[src/hw/rtl/tpe_pkg.sv]
// Package of the thick polyline extruder: shared types, constants, the
// vertex write sequence table and the coordinate saturation function.
// Depends on nothing; the modules of the block and its testbench import it.
package tpe_pkg;

   // Default capacity of the point store.
   localparam int unsigned MAX_POINTS_DEFAULT = 256;

   // Depth of the job queue between front and back.
   localparam int unsigned QUEUE_DEPTH = 2;

   // Configuration register indexes.
   localparam logic [1:0] CSR_DEFAULT_COLOR     = 2'd0;
   localparam logic [1:0] CSR_LINE_THICKNESS    = 2'd1;
   localparam logic [1:0] CSR_OUTLINE_THICKNESS = 2'd2;
   localparam logic [1:0] CSR_OUTLINE_COLOR     = 2'd3;

   // Index of the first vertex write after the previous-joint patches and
   // index of the last vertex write of a full request.
   localparam logic [4:0] WR_FIRST_SECTION = 5'd4;
   localparam logic [4:0] WR_LAST          = 5'd27;

   // Vertex groups: previous joint, section, next joint.
   localparam logic [1:0] GRP_PREV_JOINT = 2'd0;
   localparam logic [1:0] GRP_SECTION    = 2'd1;
   localparam logic [1:0] GRP_NEXT_JOINT = 2'd2;

   // Saturation bounds of a Q15.8 coordinate.
   localparam logic signed [25:0] POS_MAX = 26'sd8388607;
   localparam logic signed [25:0] POS_MIN = -26'sd8388608;

   typedef logic signed [23:0] pos_type;
   typedef logic [1:0]         csr_index_type;

   typedef enum logic [1:0] {
      CSEL_NONE,
      CSEL_PREV,
      CSEL_POINT,
      CSEL_OUTLINE
   } csel_type;

   // One segment job handed from the front to the back.
   typedef struct packed {
      pos_type            ax;
      pos_type            ay;
      pos_type            bx;
      pos_type            by;
      logic signed [24:0] dx;
      logic signed [24:0] dy;
      logic [49:0]        l2;
      logic [15:0]        ra;
      logic [15:0]        rb;
      logic [31:0]        a_color;
      logic [31:0]        b_color;
      logic [11:0]        idx;
      logic               patch;
   } job_type;

   // Description of one vertex write.
   typedef struct packed {
      logic       layer;
      logic [1:0] grp;
      logic [2:0] k;
      logic       use_b;
      logic       plus;
      csel_type   csel;
   } wr_desc_type;

   // The fixed order of vertex writes of one segment.
   function automatic wr_desc_type wr_desc(input logic [4:0] w);
      wr_desc_type d;
      d = '{layer: 1'b0, grp: GRP_SECTION, k: 3'd0, use_b: 1'b0, plus: 1'b0,
            csel: CSEL_NONE};
      case (w)
         5'd0: d = '{1'b0, GRP_PREV_JOINT, 3'd0, 1'b0, 1'b1, CSEL_NONE};
         5'd1: d = '{1'b0, GRP_PREV_JOINT, 3'd5, 1'b0, 1'b0, CSEL_NONE};
         5'd2: d = '{1'b1, GRP_PREV_JOINT, 3'd0, 1'b0, 1'b1, CSEL_NONE};
         5'd3: d = '{1'b1, GRP_PREV_JOINT, 3'd5, 1'b0, 1'b0, CSEL_NONE};
         5'd4: d = '{1'b0, GRP_SECTION, 3'd0, 1'b0, 1'b0, CSEL_PREV};
         5'd5: d = '{1'b0, GRP_SECTION, 3'd1, 1'b0, 1'b1, CSEL_PREV};
         5'd6: d = '{1'b0, GRP_SECTION, 3'd2, 1'b1, 1'b1, CSEL_POINT};
         5'd7: d = '{1'b0, GRP_SECTION, 3'd3, 1'b0, 1'b0, CSEL_PREV};
         5'd8: d = '{1'b0, GRP_SECTION, 3'd4, 1'b1, 1'b1, CSEL_POINT};
         5'd9: d = '{1'b0, GRP_SECTION, 3'd5, 1'b1, 1'b0, CSEL_POINT};
         5'd10: d = '{1'b1, GRP_SECTION, 3'd0, 1'b0, 1'b0, CSEL_OUTLINE};
         5'd11: d = '{1'b1, GRP_SECTION, 3'd1, 1'b0, 1'b1, CSEL_OUTLINE};
         5'd12: d = '{1'b1, GRP_SECTION, 3'd2, 1'b1, 1'b1, CSEL_OUTLINE};
         5'd13: d = '{1'b1, GRP_SECTION, 3'd3, 1'b0, 1'b0, CSEL_OUTLINE};
         5'd14: d = '{1'b1, GRP_SECTION, 3'd4, 1'b1, 1'b1, CSEL_OUTLINE};
         5'd15: d = '{1'b1, GRP_SECTION, 3'd5, 1'b1, 1'b0, CSEL_OUTLINE};
         5'd16: d = '{1'b0, GRP_NEXT_JOINT, 3'd0, 1'b1, 1'b0, CSEL_POINT};
         5'd17: d = '{1'b0, GRP_NEXT_JOINT, 3'd1, 1'b1, 1'b0, CSEL_POINT};
         5'd18: d = '{1'b0, GRP_NEXT_JOINT, 3'd2, 1'b1, 1'b1, CSEL_POINT};
         5'd19: d = '{1'b0, GRP_NEXT_JOINT, 3'd3, 1'b1, 1'b0, CSEL_POINT};
         5'd20: d = '{1'b0, GRP_NEXT_JOINT, 3'd4, 1'b1, 1'b1, CSEL_POINT};
         5'd21: d = '{1'b0, GRP_NEXT_JOINT, 3'd5, 1'b1, 1'b0, CSEL_POINT};
         5'd22: d = '{1'b1, GRP_NEXT_JOINT, 3'd0, 1'b1, 1'b0, CSEL_OUTLINE};
         5'd23: d = '{1'b1, GRP_NEXT_JOINT, 3'd1, 1'b1, 1'b0, CSEL_OUTLINE};
         5'd24: d = '{1'b1, GRP_NEXT_JOINT, 3'd2, 1'b1, 1'b1, CSEL_OUTLINE};
         5'd25: d = '{1'b1, GRP_NEXT_JOINT, 3'd3, 1'b1, 1'b0, CSEL_OUTLINE};
         5'd26: d = '{1'b1, GRP_NEXT_JOINT, 3'd4, 1'b1, 1'b1, CSEL_OUTLINE};
         5'd27: d = '{1'b1, GRP_NEXT_JOINT, 3'd5, 1'b1, 1'b0, CSEL_OUTLINE};
         default: d = '{1'b0, GRP_SECTION, 3'd0, 1'b0, 1'b0, CSEL_NONE};
      endcase
      return d;
   endfunction

   // Clamp a widened coordinate to the signed 24-bit range.
   function automatic pos_type sat24(input logic signed [25:0] v);
      pos_type r;
      if (v > POS_MAX) begin
         r = 24'sh7FFFFF;
      end else if (v < POS_MIN) begin
         r = 24'sh800000;
      end else begin
         r = v[23:0];
      end
      return r;
   endfunction

endpackage

[src/hw/rtl/tpe_queue.sv]
// Short job queue between the front and the back of the extruder.
// Depends on tpe_pkg for the job type and the queue depth.
module tpe_queue (
   input  logic             clock,
   input  logic             reset,
   input  logic             push_valid,
   output logic             push_ready,
   input  tpe_pkg::job_type push_data,
   output logic             pop_valid,
   input  logic             pop_ready,
   output tpe_pkg::job_type pop_data
);
   import tpe_pkg::*;

   localparam int unsigned PTR_W = (QUEUE_DEPTH > 1) ? $clog2(QUEUE_DEPTH) : 1;
   localparam int unsigned CNT_W = $clog2(QUEUE_DEPTH + 1);
   localparam logic [PTR_W-1:0] PTR_LAST = PTR_W'(QUEUE_DEPTH - 1);
   localparam logic [CNT_W-1:0] CNT_FULL = CNT_W'(QUEUE_DEPTH);

   job_type          entries_ff [QUEUE_DEPTH];
   job_type          entries_in [QUEUE_DEPTH];
   logic [PTR_W-1:0] wr_ptr_ff, wr_ptr_in, rd_ptr_ff, rd_ptr_in;
   logic [CNT_W-1:0] count_ff, count_in;
   logic             do_push, do_pop;

   assign push_ready = count_ff != CNT_FULL;
   assign pop_valid  = count_ff != '0;
   assign pop_data   = entries_ff[rd_ptr_ff];
   assign do_push    = push_valid && push_ready;
   assign do_pop     = pop_valid && pop_ready;

   // Pointer and fill count update.
   always_comb begin
      entries_in = entries_ff;
      wr_ptr_in  = wr_ptr_ff;
      rd_ptr_in  = rd_ptr_ff;
      count_in   = count_ff;
      if (do_push) begin
         entries_in[wr_ptr_ff] = push_data;
         wr_ptr_in = (wr_ptr_ff == PTR_LAST) ? '0 : wr_ptr_ff + 1'b1;
      end
      if (do_pop) begin
         rd_ptr_in = (rd_ptr_ff == PTR_LAST) ? '0 : rd_ptr_ff + 1'b1;
      end
      if (do_push && !do_pop) begin
         count_in = count_ff + 1'b1;
      end else if (do_pop && !do_push) begin
         count_in = count_ff - 1'b1;
      end
   end

   always_ff @(posedge clock) begin
      entries_ff <= entries_in;
      if (reset) begin
         wr_ptr_ff <= '0;
         rd_ptr_ff <= '0;
         count_ff  <= '0;
      end else begin
         wr_ptr_ff <= wr_ptr_in;
         rd_ptr_ff <= rd_ptr_in;
         count_ff  <= count_in;
      end
   end

endmodule

[config.mk]
export PLATFORM = sky130hd
export DESIGN_NAME = tpe_queue
export DESIGN_NICKNAME = d
export VERILOG_FILES = /design/src/hw/rtl/tpe_pkg.sv /design/src/hw/rtl/tpe_queue.sv
export SDC_FILE = /design/constraint.sdc
export NUM_CORES = 1
export LEC_CHECK = 0
export BUFFER_PORTS_ARGS = -buffer_cell sky130_fd_sc_hd__buf_2
export CORE_MARGIN = 10
export CORE_UTILIZATION = 42
export CTS_CLUSTER_DIAMETER = 50
export DETAILED_ROUTE_END_ITERATION = 7
export MAX_ROUTING_LAYER = met4
export PLACE_DENSITY = 0.66
export SETUP_SLACK_MARGIN = 0.15
export SYNTH_ARGS = -nofsm -noshare
export SYNTH_HDL_FRONTEND = slang
export SYNTH_SLANG_ARGS = --single-unit
[constraint.sdc]
create_clock -name clock -period 10 [get_ports clock]
set_input_delay 1.5 -clock clock [delete_from_list [all_inputs] [get_ports clock]]
set_output_delay 1.5 -clock clock [all_outputs]
set_load 0.005 [all_outputs]
==> impl_metrics.env <==
export IMPL_synth_cell_area_mm2=0.02320
export IMPL_die_w_um=255.0
export IMPL_syn_area_per_cell_um2=23.89
export IMPL_stdcell_count=2404
export IMPL_first_global_vias=12170
export IMPL_grt_max_degree=151
export IMPL_cp_slowest_stage_delay_ns=1.09
export IMPL_cts_tree="done"
export IMPL_syn2layout_area_growth_pct=25.85
export IMPL_cts_buffer_depth=3
export IMPL_drt_iter0_markers=687
export IMPL_syn_nets=1281
export IMPL_routed_via_density=4.802
export IMPL_fin_crit_ns=4.653
export IMPL_cts_root_buf="clkbuf_16"
export IMPL_gp_congestion=0.7986
export IMPL_drv_slew=0
export IMPL_p_per_area_mw_per_mm2=259.0
export IMPL_fp_dieH_um=255.0
export IMPL_nets=1942
export IMPL_clk_pin_slew_ns=0.05
export IMPL_tightest_slew_ns=1.141
export IMPL_numCtsBuffers=71
export IMPL_p_leak_uw=0.01129
export IMPL_irDropWorstVdd_mv=0.2554
export IMPL_timing_critical_path_to_type="output pin"
export IMPL_status="finished, final reports clean"
export IMPL_fmax_mhz=214.9
export IMPL_yosys_warnings=0
export IMPL_grt_overflow_total=0
export IMPL_ys_seq_area_share_pct=79.31
export IMPL_drc=0
export IMPL_critPathLaunchType="register"
export IMPL_postCtsHoldBufs=0
export IMPL_fill_cells=4346
export IMPL_critPathBufInv=2
export IMPL_crit_fanout=119
export IMPL_portBuffers=615
export IMPL_whs_endpoint="count_ff[1]$_SDFFE_PP0P_"
export IMPL_crit_slowest_cell="dfxtp_4"
export IMPL_finalCritPeriodShare_pct=46.53
export IMPL_maxCapViolCount=0
export IMPL_sw_frac_of_total_pct=25.72
export IMPL_p_int_uw=5616
export IMPL_timing_rr_end="entries_ff[208]$_DFFE_PP_"
export IMPL_cp_top_family="flip-flops"
export IMPL_place_hpwl_um=37850
export IMPL_dr_pass1_iters=4
export IMPL_vias=11540
export IMPL_rows=86
export IMPL_reg2reg_slack_ns=6.67
export IMPL_crit_arrival_ns=3.15
export IMPL_min_path_cells=2
export IMPL_rr_startpoint="count_ff[0]$_SDFFE_PP0P_"
export IMPL_switchingPower_uw=1944
export IMPL_post_cts_resized=0
export IMPL_crit_type="reg2out"
export IMPL_layout_drive_gt1_share_pct=61.31
export IMPL_grt_pass1_wl_um=76510
export IMPL_avgRoutedWirePerCell_um=22.63
export IMPL_p_total_uw=7560
export IMPL_p_comb_share_pct=23.3
export IMPL_worstSkewPairLatency_ns=0.59
export IMPL_antenna_found_initial=12
export IMPL_rr_worst_depth=4
export IMPL_wl_um=54400
export IMPL_synth_seq_cells=614
export IMPL_placedCellCount=2263
export IMPL_clock_sinks=614
export IMPL_rsz0062_at_grt="false"
export IMPL_seqPwrFrac_pct=44.1
export IMPL_finalHoldViolCount=0
export IMPL_setup_viol=0
export IMPL_ctsHtreeMaxLevel=3
export IMPL_p_clk_share_pct=32.5
export IMPL_tns_ns=0
export IMPL_cp_required_ns=8.50
export IMPL_core_area_mm2=0.05488
export IMPL_die_area_mm2=0.06503
export IMPL_postCtsSetupRepairBufs=0
export IMPL_syn_inst=971
export IMPL_relSlewSlack_pct=23.92
export IMPL_synth_cell_type_count=19
export IMPL_drtAntennaViolNets=0
export IMPL_hold_class="reg2reg"
export IMPL_min_delay_start="count_ff[1]$_SDFFE_PP0P_"
export IMPL_worstPathCellList="buf_12 -> mux2_2 -> buf_2"
export IMPL_ios=616
export IMPL_initial_utilization_pct=42.27
export IMPL_finClkSkew_ns=0.02446
export IMPL_gr_usage_all_layers_pct=16.34
==> registers in the layout, summed over array words and instances, names as in the netlist <==
signal / flops
rd_ptr_ff: 1
wr_ptr_ff: 1
count_ff: 2
entries_ff: 610
==> synth_stat cells, drive strengths merged <==
master,count,area share [%]
mux2,305,19
ha,1,0.054
dfxtp,4,0.35
nand3b,1,0.032
inv,1,0.016
or3,1,0.027
or2,1,0.027
a21oi,2,0.043
nor2,2,0.032
buf,34,1.5
and2,1,0.027
nand2b,1,0.027
edfxtp,610,79
a21bo,1,0.043
and3,1,0.027
o21ai,2,0.043
xor2,3,0.11
==> per-stage QoR <==
step,cell area (um^2),setup slack (ns),hold WS [ns],util (%)
after detailed placement,26930,5.753,0.5135,49.07
after CTS,29160,5.343,0.5368,53.13
after global routing,29190,5.206,0.5769,53.19
final,29190,5.347,0.5459,53.20
after global placement,26930,5.823,0.4930,49.07
after floorplan,23200,0.8074,0.4705,-
==> cell usage in the layout (no fill, tap or decap), drive strengths merged <==
cell,count
nor2,2
buf,622
a21oi,2
clkinvlp,3
nand3b,1
ha,1
or2,1
diode,15
clkinv,21
inv,11
o21ai,2
and3,1
edfxtp,610
a21bo,1
xor2,3
or3,1
and2,1
bufinv,5
mux2,305
clkbuf,87
dfxtp,4
nand2b,1
==> power groups by stage <==
stage | combinational, uW | sequential, uW | clock, uW
2_1_floorplan | 1140 | 3430 | 0
3_3_place_gp | 1790 | 3370 | 0
3_5_place_dp | 1790 | 3390 | 0
4_1_cts | 1800 | 3340 | 2530
5_1_grt | 1880 | 3370 | 2630
6_report | 1770 | 3340 | 2460
==> routing by layer <==
metal	part of all wire [%]	up-vias	track usage (%)
met4	2.4	0	5.865
met1	37	5829	18.03
li1	-	5244	-
met2	53	389	28.04
met5	0	-	-
met3	7.1	81	4.538
==> tightest hold or removal path, cell delays in order, from the launching register on <==
cell,delay (ns)
dfxtp_1,0.34
o21ai_0,0.09
a21oi_1,0.07
==> worst max-delay path by stage <==
stage | from | end | slack [ns] | depth (start not counted)
after floorplan | push_valid | entries_ff[0]$_DFFE_PP_ | 0.81 | 1
after global placement | push_valid | entries_ff[250]$_DFFE_PP_ | 5.82 | 4
after detailed placement | push_valid | entries_ff[250]$_DFFE_PP_ | 5.75 | 4
after CTS | rd_ptr_ff$_SDFFE_PP0P_ | pop_data[275] | 5.34 | 3
after global routing | rd_ptr_ff$_SDFFE_PP0P_ | pop_data[275] | 5.21 | 3
final | rd_ptr_ff$_SDFFE_PP0P_ | pop_data[279] | 5.35 | 3
==> logic make-up (layout without fill, tap and decap cells) <==
group                    after synthesis  count (layout)  synth area share (%)
AO/OA/AOI/OAI                          5               5                0.1295
flip-flops                           614             614                 79.31
adder cells (fa/ha/maj)                1               1               0.05393
other                                  0              15                     0
multiplexers                         305             305                 18.69
XOR/XNOR                               3               3                0.1133
buffers and inverters                 35             749                 1.505
AND/OR/NAND/NOR                        8               8                0.1997
==> cell type report <==
class,count,area (um^2),share of cell area (%)
clock buffer,87,1858,6.364
inverter,1,11.26,0.03857
sequential,614,18400,63.03
multi-input combinational,322,4456,15.26
tap,704,880.8,3.017
clock inverter,39,369.1,1.264
antenna,15,37.54,0.1286
timing repair buffer,622,3181,10.89
Note: power is estimated with default switching activity, not from simulation.
