===== src/hw/rtl/tpe_pkg.sv =====
// Package of the thick polyline extruder: shared types, constants, the
// vertex write sequence table and the coordinate saturation function.
// Depends on nothing; the modules of the block and its testbench import it.
package tpe_pkg;

   // Default capacity of the point store.
   localparam int unsigned MAX_POINTS_DEFAULT = 256;

   // Depth of the job queue between front and back.
   localparam int unsigned QUEUE_DEPTH = 2;

   // Configuration register indexes.
   localparam logic [1:0] CSR_DEFAULT_COLOR     = 2'd0;
   localparam logic [1:0] CSR_LINE_THICKNESS    = 2'd1;
   localparam logic [1:0] CSR_OUTLINE_THICKNESS = 2'd2;
   localparam logic [1:0] CSR_OUTLINE_COLOR     = 2'd3;

   // Index of the first vertex write after the previous-joint patches and
   // index of the last vertex write of a full request.
   localparam logic [4:0] WR_FIRST_SECTION = 5'd4;
   localparam logic [4:0] WR_LAST          = 5'd27;

   // Vertex groups: previous joint, section, next joint.
   localparam logic [1:0] GRP_PREV_JOINT = 2'd0;
   localparam logic [1:0] GRP_SECTION    = 2'd1;
   localparam logic [1:0] GRP_NEXT_JOINT = 2'd2;

   // Saturation bounds of a Q15.8 coordinate.
   localparam logic signed [25:0] POS_MAX = 26'sd8388607;
   localparam logic signed [25:0] POS_MIN = -26'sd8388608;

   typedef logic signed [23:0] pos_type;
   typedef logic [1:0]         csr_index_type;

   typedef enum logic [1:0] {
      CSEL_NONE,
      CSEL_PREV,
      CSEL_POINT,
      CSEL_OUTLINE
   } csel_type;

   // One segment job handed from the front to the back.
   typedef struct packed {
      pos_type            ax;
      pos_type            ay;
      pos_type            bx;
      pos_type            by;
      logic signed [24:0] dx;
      logic signed [24:0] dy;
      logic [49:0]        l2;
      logic [15:0]        ra;
      logic [15:0]        rb;
      logic [31:0]        a_color;
      logic [31:0]        b_color;
      logic [11:0]        idx;
      logic               patch;
   } job_type;

   // Description of one vertex write.
   typedef struct packed {
      logic       layer;
      logic [1:0] grp;
      logic [2:0] k;
      logic       use_b;
      logic       plus;
      csel_type   csel;
   } wr_desc_type;

   // The fixed order of vertex writes of one segment.
   function automatic wr_desc_type wr_desc(input logic [4:0] w);
      wr_desc_type d;
      d = '{layer: 1'b0, grp: GRP_SECTION, k: 3'd0, use_b: 1'b0, plus: 1'b0,
            csel: CSEL_NONE};
      case (w)
         5'd0: d = '{1'b0, GRP_PREV_JOINT, 3'd0, 1'b0, 1'b1, CSEL_NONE};
         5'd1: d = '{1'b0, GRP_PREV_JOINT, 3'd5, 1'b0, 1'b0, CSEL_NONE};
         5'd2: d = '{1'b1, GRP_PREV_JOINT, 3'd0, 1'b0, 1'b1, CSEL_NONE};
         5'd3: d = '{1'b1, GRP_PREV_JOINT, 3'd5, 1'b0, 1'b0, CSEL_NONE};
         5'd4: d = '{1'b0, GRP_SECTION, 3'd0, 1'b0, 1'b0, CSEL_PREV};
         5'd5: d = '{1'b0, GRP_SECTION, 3'd1, 1'b0, 1'b1, CSEL_PREV};
         5'd6: d = '{1'b0, GRP_SECTION, 3'd2, 1'b1, 1'b1, CSEL_POINT};
         5'd7: d = '{1'b0, GRP_SECTION, 3'd3, 1'b0, 1'b0, CSEL_PREV};
         5'd8: d = '{1'b0, GRP_SECTION, 3'd4, 1'b1, 1'b1, CSEL_POINT};
         5'd9: d = '{1'b0, GRP_SECTION, 3'd5, 1'b1, 1'b0, CSEL_POINT};
         5'd10: d = '{1'b1, GRP_SECTION, 3'd0, 1'b0, 1'b0, CSEL_OUTLINE};
         5'd11: d = '{1'b1, GRP_SECTION, 3'd1, 1'b0, 1'b1, CSEL_OUTLINE};
         5'd12: d = '{1'b1, GRP_SECTION, 3'd2, 1'b1, 1'b1, CSEL_OUTLINE};
         5'd13: d = '{1'b1, GRP_SECTION, 3'd3, 1'b0, 1'b0, CSEL_OUTLINE};
         5'd14: d = '{1'b1, GRP_SECTION, 3'd4, 1'b1, 1'b1, CSEL_OUTLINE};
         5'd15: d = '{1'b1, GRP_SECTION, 3'd5, 1'b1, 1'b0, CSEL_OUTLINE};
         5'd16: d = '{1'b0, GRP_NEXT_JOINT, 3'd0, 1'b1, 1'b0, CSEL_POINT};
         5'd17: d = '{1'b0, GRP_NEXT_JOINT, 3'd1, 1'b1, 1'b0, CSEL_POINT};
         5'd18: d = '{1'b0, GRP_NEXT_JOINT, 3'd2, 1'b1, 1'b1, CSEL_POINT};
         5'd19: d = '{1'b0, GRP_NEXT_JOINT, 3'd3, 1'b1, 1'b0, CSEL_POINT};
         5'd20: d = '{1'b0, GRP_NEXT_JOINT, 3'd4, 1'b1, 1'b1, CSEL_POINT};
         5'd21: d = '{1'b0, GRP_NEXT_JOINT, 3'd5, 1'b1, 1'b0, CSEL_POINT};
         5'd22: d = '{1'b1, GRP_NEXT_JOINT, 3'd0, 1'b1, 1'b0, CSEL_OUTLINE};
         5'd23: d = '{1'b1, GRP_NEXT_JOINT, 3'd1, 1'b1, 1'b0, CSEL_OUTLINE};
         5'd24: d = '{1'b1, GRP_NEXT_JOINT, 3'd2, 1'b1, 1'b1, CSEL_OUTLINE};
         5'd25: d = '{1'b1, GRP_NEXT_JOINT, 3'd3, 1'b1, 1'b0, CSEL_OUTLINE};
         5'd26: d = '{1'b1, GRP_NEXT_JOINT, 3'd4, 1'b1, 1'b1, CSEL_OUTLINE};
         5'd27: d = '{1'b1, GRP_NEXT_JOINT, 3'd5, 1'b1, 1'b0, CSEL_OUTLINE};
         default: d = '{1'b0, GRP_SECTION, 3'd0, 1'b0, 1'b0, CSEL_NONE};
      endcase
      return d;
   endfunction

   // Clamp a widened coordinate to the signed 24-bit range.
   function automatic pos_type sat24(input logic signed [25:0] v);
      pos_type r;
      if (v > POS_MAX) begin
         r = 24'sh7FFFFF;
      end else if (v < POS_MIN) begin
         r = 24'sh800000;
      end else begin
         r = v[23:0];
      end
      return r;
   endfunction

endpackage


===== src/hw/rtl/tpe_ifs.sv =====
// Valid/ready channel interfaces of the thick polyline extruder: the point
// request channel and the vertex write channel. Depend on nothing.
interface tpe_req_if;
   logic               valid;
   logic               ready;
   logic signed [23:0] pos_x;
   logic signed [23:0] pos_y;
   logic [31:0]        point_color;
   logic               has_color;

   modport source (output valid, pos_x, pos_y, point_color, has_color, input ready);
   modport sink (input valid, pos_x, pos_y, point_color, has_color, output ready);
endinterface



===== src/hw/rtl/tpe_front.sv =====
// Front of the extruder: accepts points, applies the store limit and the
// distance test, keeps the previous point and queues segment jobs.
// Depends on tpe_pkg and the tpe_req_if interface.
module tpe_front #(
   parameter int unsigned MAX_POINTS = tpe_pkg::MAX_POINTS_DEFAULT
) (
   input  logic             clock,
   input  logic             reset,
   tpe_req_if.sink          req_if,
   input  logic [31:0]      default_color,
   input  logic [15:0]      line_thickness,
   output logic             push_valid,
   input  logic             push_ready,
   output tpe_pkg::job_type push_data
);
   import tpe_pkg::*;

   localparam int unsigned CNT_W = $clog2(MAX_POINTS + 1);
   localparam logic [CNT_W-1:0] CNT_MAX = CNT_W'(MAX_POINTS);
   localparam logic [CNT_W-1:0] CNT_ONE = CNT_W'(1);

   typedef enum logic [2:0] {
      F_IDLE   = 3'b001,
      F_SQUARE = 3'b010,
      F_DECIDE = 3'b100
   } fstate_type;

   fstate_type         state_ff, state_in;
   pos_type            prev_x_ff, prev_x_in, prev_y_ff, prev_y_in;
   logic [15:0]        prev_hw_ff, prev_hw_in;
   logic [31:0]        prev_color_ff, prev_color_in;
   logic [CNT_W-1:0]   count_ff, count_in;
   pos_type            bx_ff, bx_in, by_ff, by_in;
   logic [31:0]        bcol_ff, bcol_in;
   logic [15:0]        rb_ff, rb_in;
   logic signed [24:0] dx_ff, dx_in, dy_ff, dy_in;
   logic [48:0]        dx2_ff, dx2_in, dy2_ff, dy2_in;
   logic [31:0]        ra2_ff, ra2_in;
   logic signed [49:0] dx_sq, dy_sq;
   logic [49:0]        l2;
   logic               full, first, close, store;

   assign req_if.ready = state_ff == F_IDLE;

   // Squared distance and the classification of the held point.
   always_comb begin
      dx_sq = dx_ff * dx_ff;
      dy_sq = dy_ff * dy_ff;
      l2    = {1'b0, dx2_ff} + {1'b0, dy2_ff};
      full  = count_ff >= CNT_MAX;
      first = count_ff == '0;
      close = l2 <= {18'b0, ra2_ff};
      push_valid = (state_ff == F_DECIDE) && !full && !first && !close;
      store = (state_ff == F_DECIDE) && !full && (first || (!close && push_ready));
   end

   // Job handed to the back.
   always_comb begin
      push_data.ax      = prev_x_ff;
      push_data.ay      = prev_y_ff;
      push_data.bx      = bx_ff;
      push_data.by      = by_ff;
      push_data.dx      = dx_ff;
      push_data.dy      = dy_ff;
      push_data.l2      = l2;
      push_data.ra      = prev_hw_ff;
      push_data.rb      = rb_ff;
      push_data.a_color = prev_color_ff;
      push_data.b_color = bcol_ff;
      push_data.idx     = 12'(count_ff);
      push_data.patch   = count_ff > CNT_ONE;
   end

   // Sequencing of one request and the previous-point update.
   always_comb begin
      state_in      = state_ff;
      prev_x_in     = prev_x_ff;
      prev_y_in     = prev_y_ff;
      prev_hw_in    = prev_hw_ff;
      prev_color_in = prev_color_ff;
      count_in      = count_ff;
      bx_in         = bx_ff;
      by_in         = by_ff;
      bcol_in       = bcol_ff;
      rb_in         = rb_ff;
      dx_in         = dx_ff;
      dy_in         = dy_ff;
      dx2_in        = dx2_ff;
      dy2_in        = dy2_ff;
      ra2_in        = ra2_ff;
      case (state_ff)
         F_IDLE: begin
            if (req_if.valid) begin
               bx_in   = req_if.pos_x;
               by_in   = req_if.pos_y;
               bcol_in = req_if.has_color ? req_if.point_color : default_color;
               rb_in   = {1'b0, line_thickness[15:1]};
               dx_in   = {req_if.pos_x[23], req_if.pos_x} - {prev_x_ff[23], prev_x_ff};
               dy_in   = {req_if.pos_y[23], req_if.pos_y} - {prev_y_ff[23], prev_y_ff};
               state_in = F_SQUARE;
            end
         end
         F_SQUARE: begin
            dx2_in   = dx_sq[48:0];
            dy2_in   = dy_sq[48:0];
            ra2_in   = prev_hw_ff * prev_hw_ff;
            state_in = F_DECIDE;
         end
         F_DECIDE: begin
            if (store) begin
               prev_x_in     = bx_ff;
               prev_y_in     = by_ff;
               prev_hw_in    = rb_ff;
               prev_color_in = bcol_ff;
               count_in      = count_ff + 1'b1;
               state_in      = F_IDLE;
            end else if (full || (!first && close)) begin
               state_in = F_IDLE;
            end
         end
         default: begin
            state_in = F_IDLE;
         end
      endcase
   end

   always_ff @(posedge clock) begin
      bx_ff   <= bx_in;
      by_ff   <= by_in;
      bcol_ff <= bcol_in;
      rb_ff   <= rb_in;
      dx_ff   <= dx_in;
      dy_ff   <= dy_in;
      dx2_ff  <= dx2_in;
      dy2_ff  <= dy2_in;
      ra2_ff  <= ra2_in;
      if (reset) begin
         state_ff      <= F_IDLE;
         prev_x_ff     <= '0;
         prev_y_ff     <= '0;
         prev_hw_ff    <= '0;
         prev_color_ff <= '0;
         count_ff      <= '0;
      end else begin
         state_ff      <= state_in;
         prev_x_ff     <= prev_x_in;
         prev_y_ff     <= prev_y_in;
         prev_hw_ff    <= prev_hw_in;
         prev_color_ff <= prev_color_in;
         count_ff      <= count_in;
      end
   end

endmodule


===== src/flat_wrapper.sv =====
// flat-port wrapper written by rule: the top's interface ports become plain ports
module tpe_front_flat import tpe_pkg::*;
#(
   parameter int unsigned MAX_POINTS = tpe_pkg::MAX_POINTS_DEFAULT
)
  (clock, reset, default_color, line_thickness, push_valid, push_ready, push_data, req_if_valid, req_if_pos_x, req_if_pos_y, req_if_point_color, req_if_has_color, req_if_ready);
  tpe_req_if req_if_i ();
  input  logic clock;
  input  logic reset;
  input  logic [31:0] default_color;
  input  logic [15:0] line_thickness;
  output logic push_valid;
  input  logic push_ready;
  output tpe_pkg::job_type push_data;
  input wire logic [$bits(req_if_i.valid)-1:0] req_if_valid;
  input wire logic [$bits(req_if_i.pos_x)-1:0] req_if_pos_x;
  input wire logic [$bits(req_if_i.pos_y)-1:0] req_if_pos_y;
  input wire logic [$bits(req_if_i.point_color)-1:0] req_if_point_color;
  input wire logic [$bits(req_if_i.has_color)-1:0] req_if_has_color;
  output wire logic [$bits(req_if_i.ready)-1:0] req_if_ready;
  assign req_if_i.valid = req_if_valid;
  assign req_if_i.pos_x = req_if_pos_x;
  assign req_if_i.pos_y = req_if_pos_y;
  assign req_if_i.point_color = req_if_point_color;
  assign req_if_i.has_color = req_if_has_color;
  assign req_if_ready = req_if_i.ready;
  tpe_front #(.MAX_POINTS(MAX_POINTS)) u_core (.clock(clock), .reset(reset), .req_if(req_if_i), .default_color(default_color), .line_thickness(line_thickness), .push_valid(push_valid), .push_ready(push_ready), .push_data(push_data));
endmodule

===== config.mk =====
export PLATFORM = sky130hd
export DESIGN_NAME = tpe_front_flat
export DESIGN_NICKNAME = d
export VERILOG_FILES = /design/src/hw/rtl/tpe_pkg.sv /design/src/hw/rtl/tpe_ifs.sv /design/src/hw/rtl/tpe_front.sv /design/src/flat_wrapper.sv
export SDC_FILE = /design/constraint.sdc
export NUM_CORES = 2
export LEC_CHECK = 0
export BUFFER_PORTS_ARGS = -buffer_cell sky130_fd_sc_hd__buf_2
export CAP_MARGIN = 20
export CORE_MARGIN = 4
export CORE_UTILIZATION = 58
export CTS_CLUSTER_SIZE = 28
export DETAILED_ROUTE_END_ITERATION = 7
export PLACE_DENSITY = 0.8
export RECOVER_POWER = 50
export SLEW_MARGIN = 10
export SYNTH_ARGS = -nofsm -noshare
export SYNTH_HDL_FRONTEND = slang
export SYNTH_SLANG_ARGS = --single-unit

===== constraint.sdc =====
create_clock -name clock -period 10.7 [get_ports clock]
set_input_delay 1.605 -clock clock [delete_from_list [all_inputs] [get_ports clock]]
set_output_delay 1.605 -clock clock [all_outputs]
set_load 0.02 [all_outputs]

==> metrics.cfg <==
[floorplan]
io-pin-count=440
die_x_um=340
initial_core_util_pct=58.6
core_mm2=0.109
die_area_mm2=0.116
rows=121
die_h_um=340

[yosys]
synth_edf_count=270
synth.distinct_cells=75
synth-seq-cells=377
ys_seq_area_share_pct=16.0
synth_async_sr_flop_share_pct=0
synth_compound_area_share_pct=5.66
yosys.area_share.simple_pct=10.1
synthXorXnorAreaFrac_pct=3.39
synth_top_family_by_area=adder cells
synth_area_leader_cell=fa_1
synth_warnings=0
syn_avg_cell_area_um2=10.1
ys_top_cells_by_area=fa_1 42%, edfxtp_1 13%, ha_1 10%
synth.top_cells.by_count=1643 x inv_1, 1335 x fa_1, 518 x ha_1
synth_area_mm2=0.0641
post_synth_mux_area_share_pct=2.18
synthesis.instances=6329
synthFlopType=edfxtp_1
synth.top_cell.area_share_pct=41.7
synth_most_common_cell=inv_1
yosys.area_share.adder_pct=51.8

[critical_path]
cp-start-kind=flop
worstSetupEndpointType=flop
cpPeakStageDelay_ps=1340
path_max_fanout=31
reg2reg_from=u_core.dy_ff[0]
critPathRequiredTime_ps=11090
critPathSlowestCell=clkbuf_1
worstSetupStartpoint=u_core.dy_ff[0]
r2r_cells=28
crit_type=flop to flop
crit_arrival_ps=9460

[hold_path]
min_from=u_core.prev_color_ff[21]
worstHoldPathCells=2
hp-class=flop to flop

[drt]
detail_route.wl_per_cell_um=19.6
dr_wl_met3_mm=13.6
wl_met2_mm=79.9
via_per_inst=5.46
totalWireLength_mm=161
drt_iter0_markers=2878
drtAntennaViolNets=0
dr.pass1.iters=6
vias=44900
wl_met1_mm=60.1
top_layer=met5
drc=0

[timing]
relSlewSlack_pct=-197
fmax_ghz=0.110
rsz0062_at_grt=no
tns_ps=0
hold_viol=0
finalCritPeriodShare_pct=84.7
finalSetupViolCount=0
period_minus_slack_ps=9070
drv_slew=344
worst_slack_ps=1630
fin_worst_skew_ps=40.9
tightest_slew_ps=4430

[run_status]
status=finished, violations left
failed_checks=capacitance limit, slew limit

[placement]
postPlaceCellArea_mm2=0.0678
pre_cts_ws_ps=1790
io_buffers=433
gp_congestion=0.953
hpwl_mm=134

[global_route]
grt_pass1_vias=50300
antenna_found_initial=11
overflow=0
grt_max_degree=77
grt_usage_pct=28.8
grt_pass1_wl_mm=263

[clock_tree]
clkTransAtPathRegs_ps=60
cts_resized=0
cts_sinks=377
htreeDepth=2
cts_tree=yes
ctsHoldBuffers=0
insertion_delay_ps=650
post_cts_buffers=0
cts_buffer_depth=3
cts_buffers=47
cts_root_buf=clkbuf_16

[finish]
drive_above_1_share_pct=6.30
multi_input_area_mm2=0.0469
fillCellCount=8750
seqCellArea_mm2=0.0102
syn_to_final_growth_pct=8.00
nets=8689
finish.instance_area_mm2=0.0692

[job]
cap_violations=6

## layout by cell type (no fill, tap or decap), types with 107 or more instances in the layout
cell / count
nor2_1: 270
dfxtp_1: 107
a21oi_1: 175
clkbuf_1: 223
nand2_1: 468
buf_2: 225
inv_1: 1642
ha_1: 518
edfxtp_1: 270
xnor2_1: 174
fa_1: 1335
and2_1: 314
## worst paths after layout
check	endpoint	slack (ps)
max	u_core.dy2_ff[41]	1630
min reg2reg	u_core.prev_color_ff[21]	500
min	u_core.prev_color_ff[21]	500
max reg2reg	u_core.dy2_ff[41]	1630
## logic make-up (layout without fill, tap and decap cells)
family                     after synthesis  after routing
and+or+nand+nor                       1343           1343
xor gates and xnor gates               248            248
adders and majority gates             1853           1853
muxes                                  135            135
AOI/OAI and AO/OA                      555            555
buffers and inverters                 1817           2225
DFF                                    377            377
other                                    1             13
## state kept, by name, summed over array words and instances (netlist names)
signal and count:
u_core.dy2_ff 48, u_core.rb_ff 15, u_core.dx_ff 25, u_core.prev_x_ff 24, u_core.dy_ff 25, u_core.bx_ff 24, u_core.ra2_ff 29, u_core.dx2_ff 48
u_core.prev_color_ff 32, u_core.by_ff 24, u_core.prev_y_ff 24, u_core.bcol_ff 32, u_core.state_ff 3, u_core.prev_hw_ff 15, u_core.count_ff 9
## final cells by class
class | count | area share, %
clock inverters | 21 | 0.389
clock buffers | 66 | 1.94
multi-input cells | 4139 | 67.8
inverters | 1643 | 8.92
repair buffers | 495 | 3.42
diodes | 8 | 0.0289
flip-flops and latches | 377 | 14.8
well taps | 1476 | 2.67
## metal layers
layer | GRT usage, % | vias up
met2 | 49.5 | 1718
met1 | 35.6 | 22800
li1 | - | 20000
met3 | 6.16 | 419
met5 | 0 | -
met4 | 11.4 | 4
## per-stage QoR
stage	hold slack [ps]	std cells	utilization, %
2_1_floorplan	471	6333	-
3_5_place_dp	479	8129	62.0
4_1_cts	497	8216	63.5
3_3_place_gp	467	8129	62.0
5_1_grt	514	8220	63.3
6_report	499	8225	63.3
## critical path: cells and delay by family, from the launching register on
kind	cells	cell delay, ps
compound gates	9	2920
simple gates	3	540
xor+xnor	1	90
buf+inv	7	1690
flops	1	320
fa+ha+maj	8	3250
Power is not shown: default switching activity piles up to over one toggle a cycle in this logic, so the estimate is an artifact.
