**config.mk**
```make
export PLATFORM = sky130hd
export DESIGN_NAME = tpe_back_flat
export DESIGN_NICKNAME = d
export VERILOG_FILES = /design/src/hw/rtl/tpe_pkg.sv /design/src/hw/rtl/tpe_ifs.sv /design/src/hw/rtl/tpe_back.sv /design/src/flat_wrapper.sv
export SDC_FILE = /design/constraint.sdc
export NUM_CORES = 2
export LEC_CHECK = 0
export BUFFER_PORTS_ARGS = -buffer_cell sky130_fd_sc_hd__buf_2
export CAP_MARGIN = 20
export CORE_UTILIZATION = 35
export DETAILED_ROUTE_END_ITERATION = 8
export HOLD_SLACK_MARGIN = 0.1
export PLACE_DENSITY = 0.56
export RECOVER_POWER = 50
export SKIP_CTS_REPAIR_TIMING = 1
export SYNTH_ARGS = -nofsm -noshare
export SYNTH_HDL_FRONTEND = slang
export SYNTH_SLANG_ARGS = --single-unit
```
**constraint.sdc**
```tcl
create_clock -name clock -period 22.1 [get_ports clock]
set_input_delay 3.315 -clock clock [delete_from_list [all_inputs] [get_ports clock]]
set_output_delay 3.315 -clock clock [all_outputs]
set_load 0.03 [all_outputs]
```
**src/hw/rtl/tpe_pkg.sv**
```systemverilog
// Package of the thick polyline extruder: shared types, constants, the
// vertex write sequence table and the coordinate saturation function.
// Depends on nothing; the modules of the block and its testbench import it.
package tpe_pkg;

   // Default capacity of the point store.
   localparam int unsigned MAX_POINTS_DEFAULT = 256;

   // Depth of the job queue between front and back.
   localparam int unsigned QUEUE_DEPTH = 2;

   // Configuration register indexes.
   localparam logic [1:0] CSR_DEFAULT_COLOR     = 2'd0;
   localparam logic [1:0] CSR_LINE_THICKNESS    = 2'd1;
   localparam logic [1:0] CSR_OUTLINE_THICKNESS = 2'd2;
   localparam logic [1:0] CSR_OUTLINE_COLOR     = 2'd3;

   // Index of the first vertex write after the previous-joint patches and
   // index of the last vertex write of a full request.
   localparam logic [4:0] WR_FIRST_SECTION = 5'd4;
   localparam logic [4:0] WR_LAST          = 5'd27;

   // Vertex groups: previous joint, section, next joint.
   localparam logic [1:0] GRP_PREV_JOINT = 2'd0;
   localparam logic [1:0] GRP_SECTION    = 2'd1;
   localparam logic [1:0] GRP_NEXT_JOINT = 2'd2;

   // Saturation bounds of a Q15.8 coordinate.
   localparam logic signed [25:0] POS_MAX = 26'sd8388607;
   localparam logic signed [25:0] POS_MIN = -26'sd8388608;

   typedef logic signed [23:0] pos_type;
   typedef logic [1:0]         csr_index_type;

   typedef enum logic [1:0] {
      CSEL_NONE,
      CSEL_PREV,
      CSEL_POINT,
      CSEL_OUTLINE
   } csel_type;

   // One segment job handed from the front to the back.
   typedef struct packed {
      pos_type            ax;
      pos_type            ay;
      pos_type            bx;
      pos_type            by;
      logic signed [24:0] dx;
      logic signed [24:0] dy;
      logic [49:0]        l2;
      logic [15:0]        ra;
      logic [15:0]        rb;
      logic [31:0]        a_color;
      logic [31:0]        b_color;
      logic [11:0]        idx;
      logic               patch;
   } job_type;

   // Description of one vertex write.
   typedef struct packed {
      logic       layer;
      logic [1:0] grp;
      logic [2:0] k;
      logic       use_b;
      logic       plus;
      csel_type   csel;
   } wr_desc_type;

   // The fixed order of vertex writes of one segment.
   function automatic wr_desc_type wr_desc(input logic [4:0] w);
      wr_desc_type d;
      d = '{layer: 1'b0, grp: GRP_SECTION, k: 3'd0, use_b: 1'b0, plus: 1'b0,
            csel: CSEL_NONE};
      case (w)
         5'd0: d = '{1'b0, GRP_PREV_JOINT, 3'd0, 1'b0, 1'b1, CSEL_NONE};
         5'd1: d = '{1'b0, GRP_PREV_JOINT, 3'd5, 1'b0, 1'b0, CSEL_NONE};
         5'd2: d = '{1'b1, GRP_PREV_JOINT, 3'd0, 1'b0, 1'b1, CSEL_NONE};
         5'd3: d = '{1'b1, GRP_PREV_JOINT, 3'd5, 1'b0, 1'b0, CSEL_NONE};
         5'd4: d = '{1'b0, GRP_SECTION, 3'd0, 1'b0, 1'b0, CSEL_PREV};
         5'd5: d = '{1'b0, GRP_SECTION, 3'd1, 1'b0, 1'b1, CSEL_PREV};
         5'd6: d = '{1'b0, GRP_SECTION, 3'd2, 1'b1, 1'b1, CSEL_POINT};
         5'd7: d = '{1'b0, GRP_SECTION, 3'd3, 1'b0, 1'b0, CSEL_PREV};
         5'd8: d = '{1'b0, GRP_SECTION, 3'd4, 1'b1, 1'b1, CSEL_POINT};
         5'd9: d = '{1'b0, GRP_SECTION, 3'd5, 1'b1, 1'b0, CSEL_POINT};
         5'd10: d = '{1'b1, GRP_SECTION, 3'd0, 1'b0, 1'b0, CSEL_OUTLINE};
         5'd11: d = '{1'b1, GRP_SECTION, 3'd1, 1'b0, 1'b1, CSEL_OUTLINE};
         5'd12: d = '{1'b1, GRP_SECTION, 3'd2, 1'b1, 1'b1, CSEL_OUTLINE};
         5'd13: d = '{1'b1, GRP_SECTION, 3'd3, 1'b0, 1'b0, CSEL_OUTLINE};
         5'd14: d = '{1'b1, GRP_SECTION, 3'd4, 1'b1, 1'b1, CSEL_OUTLINE};
         5'd15: d = '{1'b1, GRP_SECTION, 3'd5, 1'b1, 1'b0, CSEL_OUTLINE};
         5'd16: d = '{1'b0, GRP_NEXT_JOINT, 3'd0, 1'b1, 1'b0, CSEL_POINT};
         5'd17: d = '{1'b0, GRP_NEXT_JOINT, 3'd1, 1'b1, 1'b0, CSEL_POINT};
         5'd18: d = '{1'b0, GRP_NEXT_JOINT, 3'd2, 1'b1, 1'b1, CSEL_POINT};
         5'd19: d = '{1'b0, GRP_NEXT_JOINT, 3'd3, 1'b1, 1'b0, CSEL_POINT};
         5'd20: d = '{1'b0, GRP_NEXT_JOINT, 3'd4, 1'b1, 1'b1, CSEL_POINT};
         5'd21: d = '{1'b0, GRP_NEXT_JOINT, 3'd5, 1'b1, 1'b0, CSEL_POINT};
         5'd22: d = '{1'b1, GRP_NEXT_JOINT, 3'd0, 1'b1, 1'b0, CSEL_OUTLINE};
         5'd23: d = '{1'b1, GRP_NEXT_JOINT, 3'd1, 1'b1, 1'b0, CSEL_OUTLINE};
         5'd24: d = '{1'b1, GRP_NEXT_JOINT, 3'd2, 1'b1, 1'b1, CSEL_OUTLINE};
         5'd25: d = '{1'b1, GRP_NEXT_JOINT, 3'd3, 1'b1, 1'b0, CSEL_OUTLINE};
         5'd26: d = '{1'b1, GRP_NEXT_JOINT, 3'd4, 1'b1, 1'b1, CSEL_OUTLINE};
         5'd27: d = '{1'b1, GRP_NEXT_JOINT, 3'd5, 1'b1, 1'b0, CSEL_OUTLINE};
         default: d = '{1'b0, GRP_SECTION, 3'd0, 1'b0, 1'b0, CSEL_NONE};
      endcase
      return d;
   endfunction

   // Clamp a widened coordinate to the signed 24-bit range.
   function automatic pos_type sat24(input logic signed [25:0] v);
      pos_type r;
      if (v > POS_MAX) begin
         r = 24'sh7FFFFF;
      end else if (v < POS_MIN) begin
         r = 24'sh800000;
      end else begin
         r = v[23:0];
      end
      return r;
   endfunction

endpackage

```
**src/hw/rtl/tpe_ifs.sv**
```systemverilog


interface tpe_rsp_if;
   logic               valid;
   logic               ready;
   logic               layer;
   logic [11:0]        vertex_slot;
   logic signed [23:0] vert_x;
   logic signed [23:0] vert_y;
   logic [31:0]        vert_color;
   logic               color_write;
   logic               last;

   modport source (output valid, layer, vertex_slot, vert_x, vert_y, vert_color,
                   color_write, last, input ready);
   modport sink (input valid, layer, vertex_slot, vert_x, vert_y, vert_color,
                 color_write, last, output ready);
endinterface

```
**src/hw/rtl/tpe_back.sv**
```systemverilog
// Back of the extruder: segment length by a bit-serial square root, the
// eight normal offsets by a shared multiplier and serial divider, then the
// vertex writes through an output register. Depends on tpe_pkg, tpe_rsp_if.
module tpe_back (
   input  logic             clock,
   input  logic             reset,
   input  logic             pop_valid,
   output logic             pop_ready,
   input  tpe_pkg::job_type pop_data,
   input  logic [15:0]      outline_thickness,
   input  logic [31:0]      outline_color,
   tpe_rsp_if.source        rsp_if
);
   import tpe_pkg::*;

   typedef enum logic [5:0] {
      B_IDLE  = 6'b000001,
      B_SQRT  = 6'b000010,
      B_MUL   = 6'b000100,
      B_DLOAD = 6'b001000,
      B_DIV   = 6'b010000,
      B_EMIT  = 6'b100000
   } bstate_type;

   typedef struct packed {
      logic signed [18:0] x;
      logic signed [18:0] y;
   } off_pair_type;

   bstate_type         state_ff, state_in;
   job_type            job_ff, job_in;
   logic [63:0]        v_ff, v_in;
   logic [33:0]        rem_ff, rem_in;
   logic [31:0]        root_ff, root_in;
   logic [4:0]         cnt_ff, cnt_in;
   logic [2:0]         op_ff, op_in;
   logic [41:0]        prod_ff, prod_in;
   logic [31:0]        drem_ff, drem_in;
   logic [17:0]        numlo_ff, numlo_in;
   logic [17:0]        quot_ff, quot_in;
   off_pair_type       off_ff [4];
   off_pair_type       off_in [4];
   logic [4:0]         w_ff, w_in;
   logic               rsp_valid_ff, rsp_valid_in;
   logic               layer_ff, layer_in, cw_ff, cw_in, last_ff, last_in;
   logic [11:0]        slot_ff, slot_in;
   pos_type            vx_ff, vx_in, vy_ff, vy_in;
   logic [31:0]        color_ff, color_in;

   logic [35:0]        sq_rem2, sq_trial;
   logic [24:0]        mag_c;
   logic [16:0]        rad;
   logic [49:0]        num_w;
   logic [32:0]        d_rem2;
   logic               q_bit, neg;
   logic [17:0]        q_new;
   logic signed [18:0] off_val;
   wr_desc_type        d;
   off_pair_type       o;
   pos_type            base_x, base_y;
   logic signed [25:0] sum_x, sum_y;
   logic               load;

   assign pop_ready          = state_ff == B_IDLE;
   assign rsp_if.valid       = rsp_valid_ff;
   assign rsp_if.layer       = layer_ff;
   assign rsp_if.vertex_slot = slot_ff;
   assign rsp_if.vert_x      = vx_ff;
   assign rsp_if.vert_y      = vy_ff;
   assign rsp_if.vert_color  = color_ff;
   assign rsp_if.color_write = cw_ff;
   assign rsp_if.last        = last_ff;

   // Datapath of the shared arithmetic units.
   always_comb begin
      // One root bit per step: two radicand bits shift into the remainder.
      sq_rem2  = {rem_ff, v_ff[63:62]};
      sq_trial = {2'b0, root_ff, 2'b01};
      // Operand selection for the current offset.
      mag_c = op_ff[0] ? (job_ff.dx[24] ? -job_ff.dx : job_ff.dx)
                       : (job_ff.dy[24] ? -job_ff.dy : job_ff.dy);
      case (op_ff[2:1])
         2'd0: rad = {1'b0, job_ff.ra};
         2'd1: rad = {1'b0, job_ff.rb};
         2'd2: rad = {1'b0, job_ff.ra} + {1'b0, outline_thickness};
         default: rad = {1'b0, job_ff.rb} + {1'b0, outline_thickness};
      endcase
      // Dividend with the rounding bias of half the divisor.
      num_w = {1'b0, prod_ff, 7'b0} + {19'b0, root_ff[31:1]};
      // Restoring division step.
      d_rem2  = {drem_ff, numlo_ff[17]};
      q_bit   = d_rem2 >= {1'b0, root_ff};
      q_new   = {quot_ff[16:0], q_bit};
      neg     = op_ff[0] ? job_ff.dx[24] : (job_ff.dy > 25'sd0);
      off_val = neg ? -$signed({1'b0, q_new}) : $signed({1'b0, q_new});
      // Vertex of the current write.
      d      = wr_desc(w_ff);
      o      = off_ff[{d.layer, d.use_b}];
      base_x = d.use_b ? job_ff.bx : job_ff.ax;
      base_y = d.use_b ? job_ff.by : job_ff.ay;
      sum_x  = d.plus ? ({{2{base_x[23]}}, base_x} + {{7{o.x[18]}}, o.x})
                      : ({{2{base_x[23]}}, base_x} - {{7{o.x[18]}}, o.x});
      sum_y  = d.plus ? ({{2{base_y[23]}}, base_y} + {{7{o.y[18]}}, o.y})
                      : ({{2{base_y[23]}}, base_y} - {{7{o.y[18]}}, o.y});
      load   = (state_ff == B_EMIT) && (!rsp_valid_ff || rsp_if.ready);
   end

   // Job sequencing.
   always_comb begin
      state_in = state_ff;
      job_in   = job_ff;
      v_in     = v_ff;
      rem_in   = rem_ff;
      root_in  = root_ff;
      cnt_in   = cnt_ff;
      op_in    = op_ff;
      prod_in  = prod_ff;
      drem_in  = drem_ff;
      numlo_in = numlo_ff;
      quot_in  = quot_ff;
      off_in   = off_ff;
      w_in     = w_ff;
      case (state_ff)
         B_IDLE: begin
            if (pop_valid) begin
               job_in   = pop_data;
               v_in     = {pop_data.l2, 14'b0};
               rem_in   = '0;
               root_in  = '0;
               cnt_in   = 5'd31;
               state_in = B_SQRT;
            end
         end
         B_SQRT: begin
            v_in = {v_ff[61:0], 2'b00};
            if (sq_rem2 >= sq_trial) begin
               rem_in  = 34'(sq_rem2 - sq_trial);
               root_in = {root_ff[30:0], 1'b1};
            end else begin
               rem_in  = sq_rem2[33:0];
               root_in = {root_ff[30:0], 1'b0};
            end
            cnt_in = cnt_ff - 1'b1;
            if (cnt_ff == '0) begin
               op_in    = '0;
               state_in = B_MUL;
            end
         end
         B_MUL: begin
            prod_in  = mag_c * rad;
            state_in = B_DLOAD;
         end
         B_DLOAD: begin
            drem_in  = num_w[49:18];
            numlo_in = num_w[17:0];
            quot_in  = '0;
            cnt_in   = 5'd17;
            state_in = B_DIV;
         end
         B_DIV: begin
            drem_in  = q_bit ? 32'(d_rem2 - {1'b0, root_ff}) : d_rem2[31:0];
            numlo_in = {numlo_ff[16:0], 1'b0};
            quot_in  = q_new;
            cnt_in   = cnt_ff - 1'b1;
            if (cnt_ff == '0) begin
               if (op_ff[0]) begin
                  off_in[op_ff[2:1]].y = off_val;
               end else begin
                  off_in[op_ff[2:1]].x = off_val;
               end
               if (op_ff == 3'd7) begin
                  w_in     = job_ff.patch ? 5'd0 : WR_FIRST_SECTION;
                  state_in = B_EMIT;
               end else begin
                  op_in    = op_ff + 1'b1;
                  state_in = B_MUL;
               end
            end
         end
         B_EMIT: begin
            if (load) begin
               w_in = w_ff + 1'b1;
               if (w_ff == WR_LAST) begin
                  state_in = B_IDLE;
               end
            end
         end
         default: begin
            state_in = B_IDLE;
         end
      endcase
   end

   // Output register of the vertex write channel.
   always_comb begin
      rsp_valid_in = rsp_valid_ff;
      layer_in     = layer_ff;
      slot_in      = slot_ff;
      vx_in        = vx_ff;
      vy_in        = vy_ff;
      color_in     = color_ff;
      cw_in        = cw_ff;
      last_in      = last_ff;
      if (load) begin
         rsp_valid_in = 1'b1;
         layer_in     = d.layer;
         slot_in      = 12'(job_ff.idx * 12'd12) + 12'({10'b0, d.grp} * 12'd6)
                        + {9'b0, d.k} - 12'd12;
         vx_in        = sat24(sum_x);
         vy_in        = sat24(sum_y);
         cw_in        = d.csel != CSEL_NONE;
         last_in      = w_ff == WR_LAST;
         case (d.csel)
            CSEL_PREV:    color_in = job_ff.a_color;
            CSEL_POINT:   color_in = job_ff.b_color;
            CSEL_OUTLINE: color_in = outline_color;
            default:      color_in = '0;
         endcase
      end else if (rsp_if.ready) begin
         rsp_valid_in = 1'b0;
      end
   end

   always_ff @(posedge clock) begin
      job_ff   <= job_in;
      v_ff     <= v_in;
      rem_ff   <= rem_in;
      root_ff  <= root_in;
      cnt_ff   <= cnt_in;
      op_ff    <= op_in;
      prod_ff  <= prod_in;
      drem_ff  <= drem_in;
      numlo_ff <= numlo_in;
      quot_ff  <= quot_in;
      off_ff   <= off_in;
      w_ff     <= w_in;
      layer_ff <= layer_in;
      slot_ff  <= slot_in;
      vx_ff    <= vx_in;
      vy_ff    <= vy_in;
      color_ff <= color_in;
      cw_ff    <= cw_in;
      last_ff  <= last_in;
      if (reset) begin
         state_ff     <= B_IDLE;
         rsp_valid_ff <= 1'b0;
      end else begin
         state_ff     <= state_in;
         rsp_valid_ff <= rsp_valid_in;
      end
   end

endmodule

```
**src/flat_wrapper.sv**
```systemverilog
// flat-port wrapper written by rule: the top's interface ports become plain ports
module tpe_back_flat import tpe_pkg::*;
  (clock, reset, pop_valid, pop_ready, pop_data, outline_thickness, outline_color, rsp_if_valid, rsp_if_layer, rsp_if_vertex_slot, rsp_if_vert_x, rsp_if_vert_y, rsp_if_vert_color, rsp_if_color_write, rsp_if_last, rsp_if_ready);
  tpe_rsp_if rsp_if_i ();
  input  logic clock;
  input  logic reset;
  input  logic pop_valid;
  output logic pop_ready;
  input  tpe_pkg::job_type pop_data;
  input  logic [15:0] outline_thickness;
  input  logic [31:0] outline_color;
  output wire logic [$bits(rsp_if_i.valid)-1:0] rsp_if_valid;
  output wire logic [$bits(rsp_if_i.layer)-1:0] rsp_if_layer;
  output wire logic [$bits(rsp_if_i.vertex_slot)-1:0] rsp_if_vertex_slot;
  output wire logic [$bits(rsp_if_i.vert_x)-1:0] rsp_if_vert_x;
  output wire logic [$bits(rsp_if_i.vert_y)-1:0] rsp_if_vert_y;
  output wire logic [$bits(rsp_if_i.vert_color)-1:0] rsp_if_vert_color;
  output wire logic [$bits(rsp_if_i.color_write)-1:0] rsp_if_color_write;
  output wire logic [$bits(rsp_if_i.last)-1:0] rsp_if_last;
  input wire logic [$bits(rsp_if_i.ready)-1:0] rsp_if_ready;
  assign rsp_if_valid = rsp_if_i.valid;
  assign rsp_if_layer = rsp_if_i.layer;
  assign rsp_if_vertex_slot = rsp_if_i.vertex_slot;
  assign rsp_if_vert_x = rsp_if_i.vert_x;
  assign rsp_if_vert_y = rsp_if_i.vert_y;
  assign rsp_if_vert_color = rsp_if_i.vert_color;
  assign rsp_if_color_write = rsp_if_i.color_write;
  assign rsp_if_last = rsp_if_i.last;
  assign rsp_if_i.ready = rsp_if_ready;
  tpe_back u_core (.clock(clock), .reset(reset), .pop_valid(pop_valid), .pop_ready(pop_ready), .pop_data(pop_data), .outline_thickness(outline_thickness), .outline_color(outline_color), .rsp_if(rsp_if_i));
endmodule
```
==> flow_summary.ini <==
[critical_path]
cp_slowest_cell = nand3_1
critPathMaxFanout = 21
cp.arrival_ns = 12.73
cp_common_cell = fa_1
max_stage_delay_ns = 0.82
startpoint_type = primary input
critPathCaptureType = register
critical_path_class = primary input to register
r2r.worst_path.cells = 35
required_ns = 22.58

[route]
vias_per_cell = 5.00
vias = 37700
drt_iter0_markers = 1932
ant_nets = 0
firstDrtPassIters = 5
wirelength_um = 133000
drc = 0
wl_per_cell_um = 17.6

[die]
core_area_mm2 = 0.152
die_y_um = 394
die_w_um = 394
pin_count = 454
dieArea_mm2 = 0.155
num_rows = 143
start_util = 0.353

[cts]
root_buffer = clkbuf_16
htreeDepth = 3
cts_buffers = 87
clk_pin_slew_ns = 0.05
cts_tree = yes
clockBufferDepth = 3
clk_latency_ns = 0.72
clock_sinks = 755

[power_and_ir_drop]
p_sw_frac = 0.439
total_power_uw = 9230
seqPwrFrac = 0.212
ir_drop_mv = 0.347
p_leak_uw = 0.0255
p_sw_uw = 4060
intPower_uw = 5180
power.density_mw_per_mm2 = 151
pwr-share-clk = 0.156
power_frac_comb = 0.632

[sta]
hold_viol = 0
setup_viol = 0
fin_skew_ns = 0.0558
fmax_ghz = 0.0816
fin_crit_sh = 0.554
max_slew.worst_pin.slew_ns = 4.02
holdWs_ns = 0.412
slew_headroom = -1.68
fin_crit_ns = 12.25
rsz0062_at_grt = false
fin_tns_setup_ns = 0
drv_slew = 585

[finish]
final_common_cell = edfxtp_1
layout.nets = 6460
final_cell_mix = edfxtp_1 (738), nand2_1 (611), inv_1 (571)
areaGrowthSynthToFinish_pct = 13.9
drive_gt1_frac = 0.147
fillers = 14900
utilization = 0.402
fin_area_mm2 = 0.0613

[logic_synthesis]
ys.flop_type = edfxtp_1
synth_edf_count = 738
netlist_area_mm2 = 0.0538
synth_seq_cells = 755
synth-seq-area-share = 0.418
avgSynthCellArea_um2 = 10.7
async_flop_share = 0
synth_nets = 6050
ys_types = 85
ys_warn_count = 0
syn-instance-count = 5024

[placement]
place_area_mm2 = 0.0584
routabilityCongestion = 0.864
io_buffers = 451
hpwl_um = 98200

[grt]
grt_first_pass_wirelength_um = 212000
grt_pass1_vias = 38800
grt_usage = 0.171
grt_max_degree = 82
grt_overflow = 0
antenna_found_initial = 5

[run_status]
violations = max-capacitance violations, max-slew violations
status = finished with violations

[flow_run]
maxCapViolCount = 11

[min_path]
hold_class = register to register
whs_path_depth = 0
==> worst max-delay path, delay by kind of cell <==
kind / cells / cell delay [ns]
buf+inv: 4 / 0.29
compound gates: 9 / 1.98
xor+xnor: 1 / 0.28
simple gates: 9 / 2.84
fa+ha+maj: 9 / 4.01
==> Yosys cell counts, types with 39 or more instances <==
cell type,instances,area share
ha_1,317,0.074
clkbuf_1,164,0.011
a21o_1,71,0.0099
inv_1,574,0.040
nand2b_1,50,0.0058
and2_1,112,0.013
edfxtp_1,738,0.41
nor2b_1,39,0.0045
nand2_1,611,0.043
fa_1,352,0.13
xor2_1,125,0.020
and3_1,40,0.0047
nand3_1,66,0.0061
mux2i_1,58,0.011
o21ai_0,158,0.015
a21oi_1,241,0.022
xnor2_1,160,0.026
nor3_1,49,0.0046
mux2_2,103,0.022
nor2_1,436,0.030
==> final timing paths <==
check	start	endpoint	slack, ns
worst max-delay path	outline_thickness[0]	u_core.prod_ff[41]$_DFFE_PP_	9.85
worst min-delay path	u_core.d[4]$_DFF_P_	u_core.rsp_if.vertex_slot[0]$_DFFE_PP_	0.41
worst max register to register	u_core.op_ff[1]$_SDFFCE_PN0P_	u_core.prod_ff[41]$_DFFE_PP_	10.82
worst min register to register	u_core.d[4]$_DFF_P_	u_core.rsp_if.vertex_slot[0]$_DFFE_PP_	0.41
==> final cells by class <==
| class | count | area (um2) | share of cell area |
|---|---|---|---|
| Antenna cell | 1 | 2.50 | 0.0000409 |
| Clock buffer | 102 | 2230 | 0.0365 |
| Clock inverter | 55 | 632 | 0.0103 |
| Inverter | 575 | 2160 | 0.0353 |
| Multi-Input combinational cell | 3500 | 28500 | 0.465 |
| Sequential cell | 755 | 22500 | 0.367 |
| Tap cell | 2030 | 2540 | 0.0415 |
| Timing Repair Buffer | 515 | 2670 | 0.0436 |
==> power by group through the flow <==
stage	Sequential [uW]	Combinational [uW]	Clock, uW
final	1960	5830	1440
after global routing	1970	6690	1540
after CTS	1960	5890	1490
after detailed placement	1990	5850	0
after global placement	1990	5790	0
after floorplan	1990	4540	0
==> per-layer routing <==
metal | part of all wire | global-route usage | vias up
met2 | 0.48 | 0.294 | 907
met5 | 0.00020 | 0 | -
met3 | 0.049 | 0.0287 | 204
met1 | 0.44 | 0.218 | 18500
met4 | 0.029 | 0.0524 | 4
li1 | - | - | 18100
==> state kept, by name, indices dropped and copies added, names as in the netlist, 6 cells and up <==
name and flops:
u_core.v_ff 50, u_core.rsp_if.vert_y 24, u_core.job_ff 253, u_core.rem_ff 34
u_core.off_ff 152, u_core.root_ff 32, u_core.d 10, u_core.numlo_ff 18
u_core.rsp_if.vertex_slot 12, u_core.quot_ff 17, u_core.rsp_if.vert_x 24, u_core.drem_ff 32
u_core.rsp_if.vert_color 32, u_core.prod_ff 42, u_core.state_ff 6
==> cells by family after synthesis <==
logic type / Yosys count / share of synthesized area
xor gates and xnor gates: 288 / 0.0475
and+or+nand+nor: 1524 / 0.128
buffers and inverters: 769 / 0.0547
adders and majority gates: 679 / 0.207
AOI/OAI and AO/OA: 807 / 0.0952
muxes: 202 / 0.0499
DFF: 755 / 0.418
==> per-stage QoR <==
stage,setup WS [ns],instances
after floorplan,10.99,5024
after global placement,9.38,7367
after detailed placement,9.17,7370
after CTS,9.94,7527
after global routing,9.18,7533
final,9.85,7533
Power figures use the tool's default switching activity.
